<file path="src/hdl/traffic_rate_meter_with_history_defines.svh">
// assertion macros for the traffic rate meter
// used by the top level, expects clk_i and rst_ni in scope
`ifndef TRAFFIC_RATE_METER_WITH_HISTORY_DEFINES_SVH
`define TRAFFIC_RATE_METER_WITH_HISTORY_DEFINES_SVH

// checked only while out of reset
`define TRMH_ASSERT(label, prop, msg) \
  label: assert property (@(posedge clk_i) disable iff (!rst_ni) (prop)) else $error(msg);

// checked at every edge, reset included
`define TRMH_ASSERT_ALWAYS(label, prop, msg) \
  label: assert property (@(posedge clk_i) (prop)) else $error(msg);

`endif

</file>
<file path="src/hdl/trmh_pkg.sv">
// types and constants of the traffic rate meter
// no dependencies
`default_nettype none

package trmh_pkg;

  localparam int unsigned CNT_W    = 64;  // byte counter
  localparam int unsigned TOT_W    = 63;  // report totals, only the low bits are visible
  localparam int unsigned SPD_W    = 32;  // speed
  localparam int unsigned PACK_W   = 16;  // packed ring entry
  localparam int unsigned SUM_W    = 35;  // exact sum of five speeds
  localparam int unsigned DVS_W    = 6;   // divisor up to 63
  localparam int unsigned DIV_STEP = 8;   // quotient bits per divider cycle
  localparam int unsigned TERM_W   = 3;   // average term count 1..5

  localparam logic [SPD_W-1:0]  PACK_LIMIT = 32'd131072;
  localparam logic [TERM_W-1:0] TERM_MAX   = 3'd5;

  typedef enum logic [0:0] {
    OP_ADD  = 1'b0,
    OP_TICK = 1'b1
  } op_e;

  typedef struct packed {
    logic        command;
    logic [31:0] byte_amount;
    logic [5:0]  slot;
  } in_item_t;

  typedef struct packed {
    logic [31:0] current_speed;
    logic [15:0] speed_code;
    logic [31:0] average_speed;
    logic [62:0] byte_count;
    logic [62:0] report_total_a;
    logic [62:0] report_total_b;
    logic [62:0] db_total;
  } result_t;

  typedef struct packed {
    op_e         op;
    logic [31:0] amount;
    logic [5:0]  slot;
  } work_t;

  typedef struct packed {
    logic  valid;
    work_t work;
  } front_req_t;

  typedef struct packed {
    logic             start;
    logic [CNT_W-1:0] dividend;
    logic [DVS_W-1:0] divisor;
  } div_req_t;

endpackage

`default_nettype wire

</file>
<file path="src/hdl/traffic_rate_meter_with_history.sv">
// Traffic rate meter with speed history, top level.
// Input channel: push / full, one beat is an add command (byte_amount goes
// onto the 64-bit counter) or a refresh tick (speed, ring slot, totals, average).
// Result channel: empty / pop, every input beat gives exactly one result beat.
// Configuration: cfg_we_i writes ring_length (7 bits, resets to 64).
// An add goes from acceptance through ST_IDLE and ST_DONE to its result; a
// refresh makes k = min(ring_length, 4) history reads. A refresh makes two
// passes through the shared divider (8 quotient bits per cycle) and uses one
// ring memory read port, each entry read in ST_RADDR and then ST_RDATA.
// Items are worked on one at a time; a two-entry queue ahead of the
// executer takes new beats while it works.
// After reset the ring is cleared one entry per cycle, all RING_DEPTH entries;
// full stays high during that pass. The counter and totals reset to zero.
// When the receiver holds off pop, the finished result waits in the output
// register, the executer stalls at its next result and the queue fills up.
// depends on trmh_pkg, trmh_front, trmh_back and the defines header
`default_nettype none
`include "traffic_rate_meter_with_history_defines.svh"

module traffic_rate_meter_with_history #(
  parameter int unsigned RING_DEPTH      = 64,
  parameter int unsigned REFRESH_DIVISOR = 1
) (
  input  wire logic               clk_i,
  input  wire logic               rst_ni,
  input  wire logic               push,
  output logic                    full,
  input  wire trmh_pkg::in_item_t in_item_i,
  output logic                    empty,
  input  wire logic               pop,
  output trmh_pkg::result_t       res_o,
  input  wire logic               cfg_we_i,
  input  wire logic [6:0]         cfg_wdata_i
);

  logic [6:0]           ring_length_q;
  trmh_pkg::front_req_t req;
  logic                 req_pop;
  logic                 init_busy;
  logic                 res_valid;

  always_ff @(posedge clk_i or negedge rst_ni) begin
    if (!rst_ni) begin
      ring_length_q <= 7'd64;
    end else if (cfg_we_i) begin
      ring_length_q <= cfg_wdata_i;
    end
  end

  trmh_front u_front (
    .clk_i     (clk_i),
    .rst_ni    (rst_ni),
    .push_i    (push),
    .item_i    (in_item_i),
    .block_i   (init_busy),
    .full_o    (full),
    .req_o     (req),
    .req_pop_i (req_pop)
  );

  trmh_back #(
    .RING_DEPTH      (RING_DEPTH),
    .REFRESH_DIVISOR (REFRESH_DIVISOR)
  ) u_back (
    .clk_i         (clk_i),
    .rst_ni        (rst_ni),
    .req_i         (req),
    .req_pop_o     (req_pop),
    .ring_length_i (ring_length_q),
    .init_busy_o   (init_busy),
    .res_o         (res_o),
    .res_valid_o   (res_valid),
    .res_pop_i     (pop)
  );

  assign empty = !res_valid;

  // ring_length only moves on a configuration write
  `TRMH_ASSERT(a_cfg_stable, !cfg_we_i |=> $stable(ring_length_q), "ring_length changed without write")
  // no beat enters while the ring is being cleared
  `TRMH_ASSERT_ALWAYS(a_full_in_init, init_busy |-> full, "input open during ring clear")
  // nothing can have been produced before the clearing pass ends
  `TRMH_ASSERT_ALWAYS(a_empty_in_init, init_busy |-> empty, "result present during ring clear")

endmodule

`default_nettype wire

</file>
<file path="src/hdl/trmh_ring.sv">
// speed history ring memory with clearing pass after reset
// depends on trmh_pkg
`default_nettype none

module trmh_ring #(
  parameter int unsigned RING_DEPTH = 64,
  localparam int unsigned AW = $clog2(RING_DEPTH)
) (
  input  wire logic                        clk_i,
  input  wire logic                        rst_ni,
  input  wire logic                        wr_en_i,
  input  wire logic [AW-1:0]               wr_addr_i,
  input  wire logic [trmh_pkg::PACK_W-1:0] wr_data_i,
  input  wire logic                        rd_en_i,
  input  wire logic [AW-1:0]               rd_addr_i,
  output logic      [trmh_pkg::PACK_W-1:0] rd_data_o,
  output logic                             init_busy_o
);

  logic [trmh_pkg::PACK_W-1:0] ring_mem_q [RING_DEPTH];
  logic [trmh_pkg::PACK_W-1:0] rd_data_q;
  logic                        clr_busy_q;
  logic [AW-1:0]               clr_addr_q;
  logic                        mem_we;
  logic [AW-1:0]               mem_waddr;
  logic [trmh_pkg::PACK_W-1:0] mem_wdata;

  // clearing pass owns the write port until every entry is zero
  always_comb begin
    if (clr_busy_q) begin
      mem_we    = 1'b1;
      mem_waddr = clr_addr_q;
      mem_wdata = '0;
    end else begin
      mem_we    = wr_en_i;
      mem_waddr = wr_addr_i;
      mem_wdata = wr_data_i;
    end
  end

  always_ff @(posedge clk_i) begin
    if (mem_we) begin
      ring_mem_q[mem_waddr] <= mem_wdata;
    end
    if (rd_en_i) begin
      rd_data_q <= ring_mem_q[rd_addr_i];
    end
  end

  always_ff @(posedge clk_i or negedge rst_ni) begin
    if (!rst_ni) begin
      clr_busy_q <= 1'b1;
      clr_addr_q <= '0;
    end else if (clr_busy_q) begin
      if (clr_addr_q == AW'(RING_DEPTH - 1)) begin
        clr_busy_q <= 1'b0;
      end
      clr_addr_q <= clr_addr_q + AW'(1);
    end
  end

  assign rd_data_o   = rd_data_q;
  assign init_busy_o = clr_busy_q;

endmodule

`default_nettype wire

</file>
<file path="src/hdl/trmh_div.sv">
// radix-256 restoring divider, 64-bit dividend by a divisor of up to 63
// depends on trmh_pkg
`default_nettype none

module trmh_div (
  input  wire logic                       clk_i,
  input  wire logic                       rst_ni,
  input  wire trmh_pkg::div_req_t         req_i,
  output logic                            done_o,
  output logic      [trmh_pkg::CNT_W-1:0] quotient_o
);

  localparam int unsigned NCYC  = trmh_pkg::CNT_W / trmh_pkg::DIV_STEP;
  localparam int unsigned CYC_W = $clog2(NCYC);

  logic                       busy_q;
  logic                       done_q;
  logic [CYC_W-1:0]           cyc_q;
  logic [trmh_pkg::CNT_W-1:0] quo_q, quo_d;
  logic [trmh_pkg::DVS_W-1:0] rem_q, rem_d;
  logic [trmh_pkg::DVS_W-1:0] dvs_q;

  // one quotient bit per step, remainder stays below the divisor
  always_comb begin
    logic [trmh_pkg::DVS_W:0] rem_ext;
    logic                     ge;
    quo_d = quo_q;
    rem_d = rem_q;
    for (int i = 0; i < int'(trmh_pkg::DIV_STEP); i++) begin
      rem_ext = {rem_d, quo_d[trmh_pkg::CNT_W-1]};
      ge      = rem_ext >= {1'b0, dvs_q};
      quo_d   = {quo_d[trmh_pkg::CNT_W-2:0], ge};
      rem_d   = ge ? trmh_pkg::DVS_W'(rem_ext - {1'b0, dvs_q})
                   : rem_ext[trmh_pkg::DVS_W-1:0];
    end
  end

  always_ff @(posedge clk_i or negedge rst_ni) begin
    if (!rst_ni) begin
      busy_q <= 1'b0;
      done_q <= 1'b0;
      cyc_q  <= '0;
    end else begin
      done_q <= busy_q && (cyc_q == CYC_W'(NCYC - 1));
      if (req_i.start) begin
        busy_q <= 1'b1;
        cyc_q  <= '0;
      end else if (busy_q) begin
        if (cyc_q == CYC_W'(NCYC - 1)) begin
          busy_q <= 1'b0;
        end
        cyc_q <= cyc_q + CYC_W'(1);
      end
    end
  end

  always_ff @(posedge clk_i) begin
    if (req_i.start) begin
      quo_q <= req_i.dividend;
      rem_q <= '0;
      dvs_q <= req_i.divisor;
    end else if (busy_q) begin
      quo_q <= quo_d;
      rem_q <= rem_d;
    end
  end

  assign done_o     = done_q;
  assign quotient_o = quo_q;

endmodule

`default_nettype wire

</file>
<file path="src/hdl/trmh_front.sv">
// front end: accepts input beats, classifies them, two-entry work queue
// depends on trmh_pkg
`default_nettype none

module trmh_front (
  input  wire logic                 clk_i,
  input  wire logic                 rst_ni,
  input  wire logic                 push_i,
  input  wire trmh_pkg::in_item_t   item_i,
  input  wire logic                 block_i,
  output logic                      full_o,
  output trmh_pkg::front_req_t      req_o,
  input  wire logic                 req_pop_i
);

  trmh_pkg::work_t fifo_q [2];
  logic            wr_ptr_q;
  logic            rd_ptr_q;
  logic [1:0]      cnt_q;
  logic            accept;
  trmh_pkg::work_t work_in;

  assign full_o = (cnt_q == 2'd2) || block_i;
  assign accept = push_i && !full_o;

  always_comb begin
    work_in.op     = item_i.command ? trmh_pkg::OP_TICK : trmh_pkg::OP_ADD;
    work_in.amount = item_i.byte_amount;
    work_in.slot   = item_i.slot;
  end

  always_ff @(posedge clk_i) begin
    if (accept) begin
      fifo_q[wr_ptr_q] <= work_in;
    end
  end

  always_ff @(posedge clk_i or negedge rst_ni) begin
    if (!rst_ni) begin
      wr_ptr_q <= 1'b0;
      rd_ptr_q <= 1'b0;
      cnt_q    <= 2'd0;
    end else begin
      if (accept) begin
        wr_ptr_q <= !wr_ptr_q;
      end
      if (req_pop_i) begin
        rd_ptr_q <= !rd_ptr_q;
      end
      if (accept && !req_pop_i) begin
        cnt_q <= cnt_q + 2'd1;
      end else if (!accept && req_pop_i) begin
        cnt_q <= cnt_q - 2'd1;
      end
    end
  end

  always_comb begin
    req_o.valid = cnt_q != 2'd0;
    req_o.work  = fifo_q[rd_ptr_q];
  end

endmodule

`default_nettype wire

</file>
<file path="src/hdl/trmh_back.sv">
// back end: counter, totals, speed, ring history and average, result register
// depends on trmh_pkg, trmh_ring, trmh_div
`default_nettype none

module trmh_back #(
  parameter int unsigned RING_DEPTH      = 64,
  parameter int unsigned REFRESH_DIVISOR = 1
) (
  input  wire logic                 clk_i,
  input  wire logic                 rst_ni,
  input  wire trmh_pkg::front_req_t req_i,
  output logic                      req_pop_o,
  input  wire logic [6:0]           ring_length_i,
  output logic                      init_busy_o,
  output trmh_pkg::result_t         res_o,
  output logic                      res_valid_o,
  input  wire logic                 res_pop_i
);

  localparam int unsigned AW = $clog2(RING_DEPTH);
  localparam int unsigned IW = (AW + 1 > 8) ? AW + 1 : 8;

  typedef enum logic [5:0] {
    ST_IDLE  = 6'b000001,
    ST_SPD   = 6'b000010,
    ST_RADDR = 6'b000100,
    ST_RDATA = 6'b001000,
    ST_AVG   = 6'b010000,
    ST_DONE  = 6'b100000
  } state_e;

  function automatic logic [15:0] pack_rate(input logic [31:0] s);
    logic [15:0] r;
    if (s < trmh_pkg::PACK_LIMIT) begin
      r = s[17:2];
    end else begin
      r = {1'b1, s[24:10]};
    end
    return r;
  endfunction

  function automatic logic [31:0] unpack_rate(input logic [15:0] p);
    logic [31:0] r;
    if (!p[15]) begin
      r = {14'b0, p, 2'b0};
    end else begin
      r = {7'b0, p[14:0], 10'b0};
    end
    return r;
  endfunction

  state_e                             state_q, state_d;
  logic [trmh_pkg::CNT_W-1:0]         counter_q, counter_d;
  logic [trmh_pkg::CNT_W-1:0]         last_tick_q, last_tick_d;
  logic [trmh_pkg::TOT_W-1:0]         total_q, total_d;
  logic [trmh_pkg::SPD_W-1:0]         speed_q, speed_d;
  logic [trmh_pkg::SPD_W-1:0]         avg_q, avg_d;
  logic [trmh_pkg::SUM_W-1:0]         sum_q, sum_d;
  logic [trmh_pkg::TERM_W-1:0]        term_q, term_d;
  logic                               rd_zero_q, rd_zero_d;
  trmh_pkg::result_t                  res_q, res_d;
  logic                               res_valid_q, res_valid_d;

  logic [trmh_pkg::CNT_W-1:0]         diff;
  logic [trmh_pkg::CNT_W-1:0]         mag;
  logic [trmh_pkg::SPD_W-1:0]         sat_speed;
  logic [7:0]                         pos8, term8, rl8, hist8;
  logic [IW-1:0]                      slot_ext, hist_ext;
  logic                               slot_in_ring, hist_in_ring;

  trmh_pkg::div_req_t                 div_req;
  logic                               div_done;
  logic [trmh_pkg::CNT_W-1:0]         div_quo;

  logic                               wr_en, rd_en;
  logic [AW-1:0]                      wr_addr, rd_addr;
  logic [trmh_pkg::PACK_W-1:0]        wr_data, rd_data;

  trmh_div u_div (
    .clk_i      (clk_i),
    .rst_ni     (rst_ni),
    .req_i      (div_req),
    .done_o     (div_done),
    .quotient_o (div_quo)
  );

  trmh_ring #(
    .RING_DEPTH (RING_DEPTH)
  ) u_ring (
    .clk_i       (clk_i),
    .rst_ni      (rst_ni),
    .wr_en_i     (wr_en),
    .wr_addr_i   (wr_addr),
    .wr_data_i   (wr_data),
    .rd_en_i     (rd_en),
    .rd_addr_i   (rd_addr),
    .rd_data_o   (rd_data),
    .init_busy_o (init_busy_o)
  );

  // magnitude of the two's complement change since the last tick
  assign diff      = counter_q - last_tick_q;
  assign mag       = diff[trmh_pkg::CNT_W-1] ? (~diff + trmh_pkg::CNT_W'(1)) : diff;
  assign sat_speed = (|div_quo[trmh_pkg::CNT_W-1:trmh_pkg::SPD_W]) ? '1
                                                                   : div_quo[31:0];

  // history index behind the slot, wrapping at ring_length
  assign pos8  = {2'b0, req_i.work.slot};
  assign term8 = {5'b0, term_q};
  assign rl8   = {1'b0, ring_length_i};
  assign hist8 = (pos8 >= term8) ? (pos8 - term8) : (rl8 + pos8 - term8);

  assign slot_ext     = {{(IW - 6){1'b0}}, req_i.work.slot};
  assign hist_ext     = IW'(hist8);
  assign slot_in_ring = slot_ext < IW'(RING_DEPTH);
  assign hist_in_ring = hist_ext < IW'(RING_DEPTH);

  always_comb begin
    state_d          = state_q;
    counter_d        = counter_q;
    last_tick_d      = last_tick_q;
    total_d          = total_q;
    speed_d          = speed_q;
    avg_d            = avg_q;
    sum_d            = sum_q;
    term_d           = term_q;
    rd_zero_d        = rd_zero_q;
    res_d            = res_q;
    res_valid_d      = res_valid_q && !res_pop_i;
    req_pop_o        = 1'b0;
    div_req.start    = 1'b0;
    div_req.dividend = mag;
    div_req.divisor  = trmh_pkg::DVS_W'(REFRESH_DIVISOR);
    wr_en            = 1'b0;
    wr_addr          = slot_ext[AW-1:0];
    wr_data          = pack_rate(sat_speed);
    rd_en            = 1'b0;
    rd_addr          = hist_ext[AW-1:0];

    unique case (state_q)
      ST_IDLE: begin
        if (req_i.valid) begin
          unique case (req_i.work.op)
            trmh_pkg::OP_ADD: begin
              counter_d = counter_q + {32'b0, req_i.work.amount};
              state_d   = ST_DONE;
            end
            trmh_pkg::OP_TICK: begin
              last_tick_d   = counter_q;
              total_d       = total_q + mag[trmh_pkg::TOT_W-1:0];
              div_req.start = 1'b1;
              state_d       = ST_SPD;
            end
            default: state_d = ST_IDLE;
          endcase
        end
      end
      ST_SPD: begin
        if (div_done) begin
          speed_d = sat_speed;
          wr_en   = slot_in_ring;
          sum_d   = {3'b0, sat_speed};
          term_d  = trmh_pkg::TERM_W'(1);
          state_d = ST_RADDR;
        end
      end
      ST_RADDR: begin
        if ((term_q == trmh_pkg::TERM_MAX) || (ring_length_i < {4'b0, term_q})) begin
          div_req.start    = 1'b1;
          div_req.dividend = {29'b0, sum_q};
          div_req.divisor  = {3'b0, term_q};
          state_d          = ST_AVG;
        end else begin
          rd_en     = hist_in_ring;
          rd_zero_d = !hist_in_ring;
          state_d   = ST_RDATA;
        end
      end
      ST_RDATA: begin
        sum_d   = sum_q + {3'b0, unpack_rate(rd_zero_q ? '0 : rd_data)};
        term_d  = term_q + trmh_pkg::TERM_W'(1);
        state_d = ST_RADDR;
      end
      ST_AVG: begin
        if (div_done) begin
          avg_d   = div_quo[31:0];
          state_d = ST_DONE;
        end
      end
      ST_DONE: begin
        if (!res_valid_q || res_pop_i) begin
          res_d.current_speed  = speed_q;
          res_d.speed_code     = pack_rate(speed_q);
          res_d.average_speed  = avg_q;
          res_d.byte_count     = counter_q[trmh_pkg::TOT_W-1:0];
          // the three report totals always move together
          res_d.report_total_a = total_q;
          res_d.report_total_b = total_q;
          res_d.db_total       = total_q;
          res_valid_d          = 1'b1;
          req_pop_o            = 1'b1;
          state_d              = ST_IDLE;
        end
      end
      default: state_d = ST_IDLE;
    endcase
  end

  always_ff @(posedge clk_i or negedge rst_ni) begin
    if (!rst_ni) begin
      state_q     <= ST_IDLE;
      counter_q   <= '0;
      last_tick_q <= '0;
      total_q     <= '0;
      speed_q     <= '0;
      avg_q       <= '0;
      res_valid_q <= 1'b0;
    end else begin
      state_q     <= state_d;
      counter_q   <= counter_d;
      last_tick_q <= last_tick_d;
      total_q     <= total_d;
      speed_q     <= speed_d;
      avg_q       <= avg_d;
      res_valid_q <= res_valid_d;
    end
  end

  always_ff @(posedge clk_i) begin
    sum_q     <= sum_d;
    term_q    <= term_d;
    rd_zero_q <= rd_zero_d;
    res_q     <= res_d;
  end

  assign res_o       = res_q;
  assign res_valid_o = res_valid_q;

endmodule

`default_nettype wire

</file>
<file path="config.mk">
export PLATFORM = sky130hd
export DESIGN_NAME = traffic_rate_meter_with_history
export DESIGN_NICKNAME = d
export VERILOG_FILES = /design/src/hdl/trmh_pkg.sv /design/src/hdl/traffic_rate_meter_with_history.sv /design/src/hdl/trmh_ring.sv /design/src/hdl/trmh_div.sv /design/src/hdl/trmh_front.sv /design/src/hdl/trmh_back.sv
export VERILOG_INCLUDE_DIRS = /design/src /design/src/hdl
export SDC_FILE = /design/constraint.sdc
export NUM_CORES = 2
export LEC_CHECK = 0
export ABC_CLOCK_PERIOD_IN_PS = 17220
export BUFFER_PORTS_ARGS = -buffer_cell sky130_fd_sc_hd__buf_4
export CAP_MARGIN = 10
export CORE_ASPECT_RATIO = 0.5
export CORE_MARGIN = 8
export CORE_UTILIZATION = 55
export CTS_CLUSTER_SIZE = 20
export DETAILED_ROUTE_END_ITERATION = 7
export PLACE_DENSITY = 0.84
export SYNTH_ARGS = -nofsm -noshare
export SYNTH_HDL_FRONTEND = slang
export SYNTH_SLANG_ARGS = --single-unit
export TNS_END_PERCENT = 100
</file>
<file path="constraint.sdc">
create_clock -name clk_i -period 17.22 [get_ports clk_i]
set_input_delay 2.583 -clock clk_i [delete_from_list [all_inputs] [get_ports clk_i]]
set_output_delay 2.583 -clock clk_i [all_outputs]
set_load 0.01 [all_outputs]
</file>
==> impl_metrics.py <==
metrics = {
    "grt": {
        "grt_usage_pct": 26.1,
        "grt_max_degree": 191,
        "antenna_found_initial": 11,
        "grt.overflow.total": 0,
        "grt_pass1_vias": 51500,
        "grt_pass1_wl_um": 318000,
    },
    "run_status": {
        "status": "complete, no violations",
    },
    "synthesis": {
        "synth_edf_count": 1430,
        "ys.flop_type": "edfxtp_1",
        "ys_ff_latch": 1721,
        "synthTopCellsByArea": "edfxtp_1 54%, dfrtp_1 8.9%, mux4_2 7.2%",
        "avgSynthCellArea_um2": 13.9,
        "netlist_area_um2": 79700,
        "yosys.area.top_type": "edfxtp_1",
        "yosys.cell_types.count": 93,
        "synth_top_area_share_pct": 53.9,
        "syn-num-nets": 6013,
        "ys_warn_count": 0,
        "async_reset_ff_share_pct": 16.6,
        "synth_cells": 5720,
        "yosysSeqAreaShare_pct": 63.0,
    },
    "routing": {
        "ant_nets": 0,
        "wire_per_inst_um": 26.5,
        "drc": 0,
        "wl_um": 212000,
        "drt-pass1-iter-count": 6,
        "vias": 51200,
        "viasPerCell": 6.39,
        "drtIter0Drc": 5882,
    },
    "timing": {
        "relSlewSlack_pct": 11.8,
        "period_share_pct": 91.6,
        "finalHoldViolCount": 0,
        "final-max-slew-violation-count": 0,
        "fin_setup_tns_ns": 0,
        "clock_skew_ns": 0.0694,
        "min_period_ns": 15.77,
        "fmax_ghz": 0.0634,
        "rsz0062_at_grt": "no",
        "worst_pin_slew_ns": 1.32,
        "setup-violations-final": 0,
        "hold_ws_ns": 0.418,
    },
    "clocking": {
        "worst_skew_pair.late_latency_ns": 0.83,
        "cts_resized": 0,
        "path_clk_slew_ns": 0.06,
        "tritoncts": "done",
        "post_cts_buffers": 0,
        "clock-sinks": 1721,
        "cts-buffers-inserted": 149,
        "cts_buffer_depth": 3,
        "clockRootBuffer": "clkbuf_16",
        "htree_num_levels": 4,
        "ctsHoldBuffers": 0,
    },
    "min_path": {
        "hold_path.class": "reg2reg",
    },
    "layout": {
        "nets": 6276,
        "fillers": 10000,
        "drive_gt1_share_pct": 19.3,
        "mostFrequentLayoutCells": "1430 x edfxtp_1, 466 x buf_4, 445 x nand2_1",
        "mostFrequentLayoutCell": "edfxtp_1",
        "area_growth_pct": 12.2,
    },
    "critical_path": {
        "critical_path_class": "reg2reg",
        "slowest_delay_ns": 0.55,
        "slowest_stage": "or4_4",
        "cp_common_cell": "ha_1",
        "worst-path-max-fanout": 8,
        "critPathRequiredTime_ns": 17.87,
        "worstSetupStartpointType": "flop",
        "endpoint_kind": "flop",
        "cp_data_arrival_time_ns": 16.42,
    },
    "floorplan": {
        "die-area_um2": 158000,
        "design.core.area_um2": 143000,
        "pin_count": 385,
        "std_cell_rows": 98,
        "die_h_um": 285,
        "start_util_pct": 55.6,
        "die_x_um": 554,
    },
    "placement": {
        "hpwl_um": 133000,
        "portBuffers": 384,
        "place_congestion": 0.914,
    },
    "run": {
        "max_cap_viol_count": 0,
    },
}
## metrics by stage
stage	std cells	utilization [%]	setup slack (ns)	cell area (um2)
after detailed placement	7731	58.9	1.43	84400
after global routing	8007	62.4	0.0843	89400
after global placement	7731	58.9	1.43	84400
after CTS	8005	62.4	1.28	89400
after floorplan	5720	-	1.97	79700
final	8008	62.4	1.45	89400
## critical path: cells and delay by family (launching register included)
family | cells | cell delay, ns
AND/OR/NAND/NOR | 30 | 6.15
AO/OA/AOI/OAI | 18 | 4.24
adder cells (fa/ha/maj) | 8 | 2.46
multiplexers | 4 | 1.31
buffers and inverters | 8 | 1.14
flip-flops | 1 | 0.36
## registers in the layout, summed over array words and instances, names as in the netlist, 2 cells and up
signal	count
u_front.fifo_q	78
u_back.speed_q	32
u_back.u_div.cyc_q	3
u_back.avg_q	32
u_back.u_ring.rd_data_o	16
u_back.res_o	206
u_back.sum_q	35
u_back.u_div.quotient_o	64
u_back.u_ring.clr_addr_q	6
u_back.total_q	63
u_back.u_div.rem_q	6
u_back.u_div.dvs_q	3
u_back.state_q	6
u_front.cnt_q	2
u_back.last_tick_q	64
u_back.counter_q	64
u_back.u_ring.ring_mem_q	1024
u_back.term_q	3
ring_length_q	7
## path summary, 6_finish.rpt
| path | end | startpoint | cells after the start | slack [ns] |
|---|---|---|---|---|
| max | u_back.u_div.rem_q[2] | u_back.u_div.dvs_q[2] | 68 | 1.45 |
| min | u_back.res_o[277] | u_back.avg_q[25] | 0 | 0.42 |
| max reg2reg | u_back.u_div.rem_q[2] | u_back.u_div.dvs_q[2] | 68 | 1.45 |
| min reg2reg | u_back.res_o[277] | u_back.avg_q[25] | 0 | 0.42 |
| max in group asynchronous | u_back.avg_q[27] | rst_ni | 2 | 13.74 |
| min in group asynchronous | u_back.total_q[62] | rst_ni | 1 | 1.80 |
## metal layers
| metal | share of wire [%] | global-route usage, % |
|---|---|---|
| met1 | 36 | 31.8 |
| met2 | 50 | 45.3 |
| met3 | 8.9 | 5.40 |
| met4 | 5.0 | 11.7 |
| met5 | 0.032 | 0 |
## final cells by class
cell class                      instances  area, um2  share of cell area [%]
Tap cell                             1900       2380                    2.66
Antenna cell                            2       5.00                 0.00560
Multi-Input combinational cell       3439      27400                    30.7
Sequential cell                      1721      50200                    56.1
Inverter                              198        751                   0.840
Clock buffer                          190       4040                    4.52
Clock inverter                         84        978                    1.09
Timing Repair Buffer                  474       3640                    4.08
## cell usage after synthesis, types with 17 or more instances
library cell  number
edfxtp_1        1430
nand2_1          446
a21oi_1          352
nor2_1           331
dfrtp_1          282
o21ai_0          280
mux4_2           256
ha_1             226
inv_1            197
clkbuf_1         194
xnor2_1          168
a211oi_1         133
buf_4            127
xor2_1           122
a21o_1           105
mux2i_1          105
nor2b_1          102
mux2_2            74
nand3_1           64
nor3_1            56
nand2b_1          48
o21bai_1          40
and2_1            39
buf_1             36
and3_1            35
nor4_1            35
or3_1             32
a22oi_1           31
nand4_1           31
a31oi_1           26
o21a_1            22
o31ai_1           22
a22o_1            18
nand3b_1          17
nor3b_1           17
## cell families (layout without fill, tap and decap cells)
| group | Yosys count | count (layout) | synth area share (%) |
|---|---|---|---|
| AO/OA/AOI/OAI | 1166 | 1166 | 9.22 |
| XOR/XNOR | 290 | 290 | 3.19 |
| other | 0 | 2 | 0 |
| adder cells (fa/ha/maj) | 242 | 242 | 3.95 |
| flip-flops | 1721 | 1721 | 63.0 |
| multiplexers | 435 | 435 | 9.60 |
| AND/OR/NAND/NOR | 1306 | 1306 | 7.82 |
| buffers and inverters | 560 | 946 | 3.26 |
Power is not shown: default switching activity piles up to over one toggle a cycle in this logic, so the estimate is an artifact.
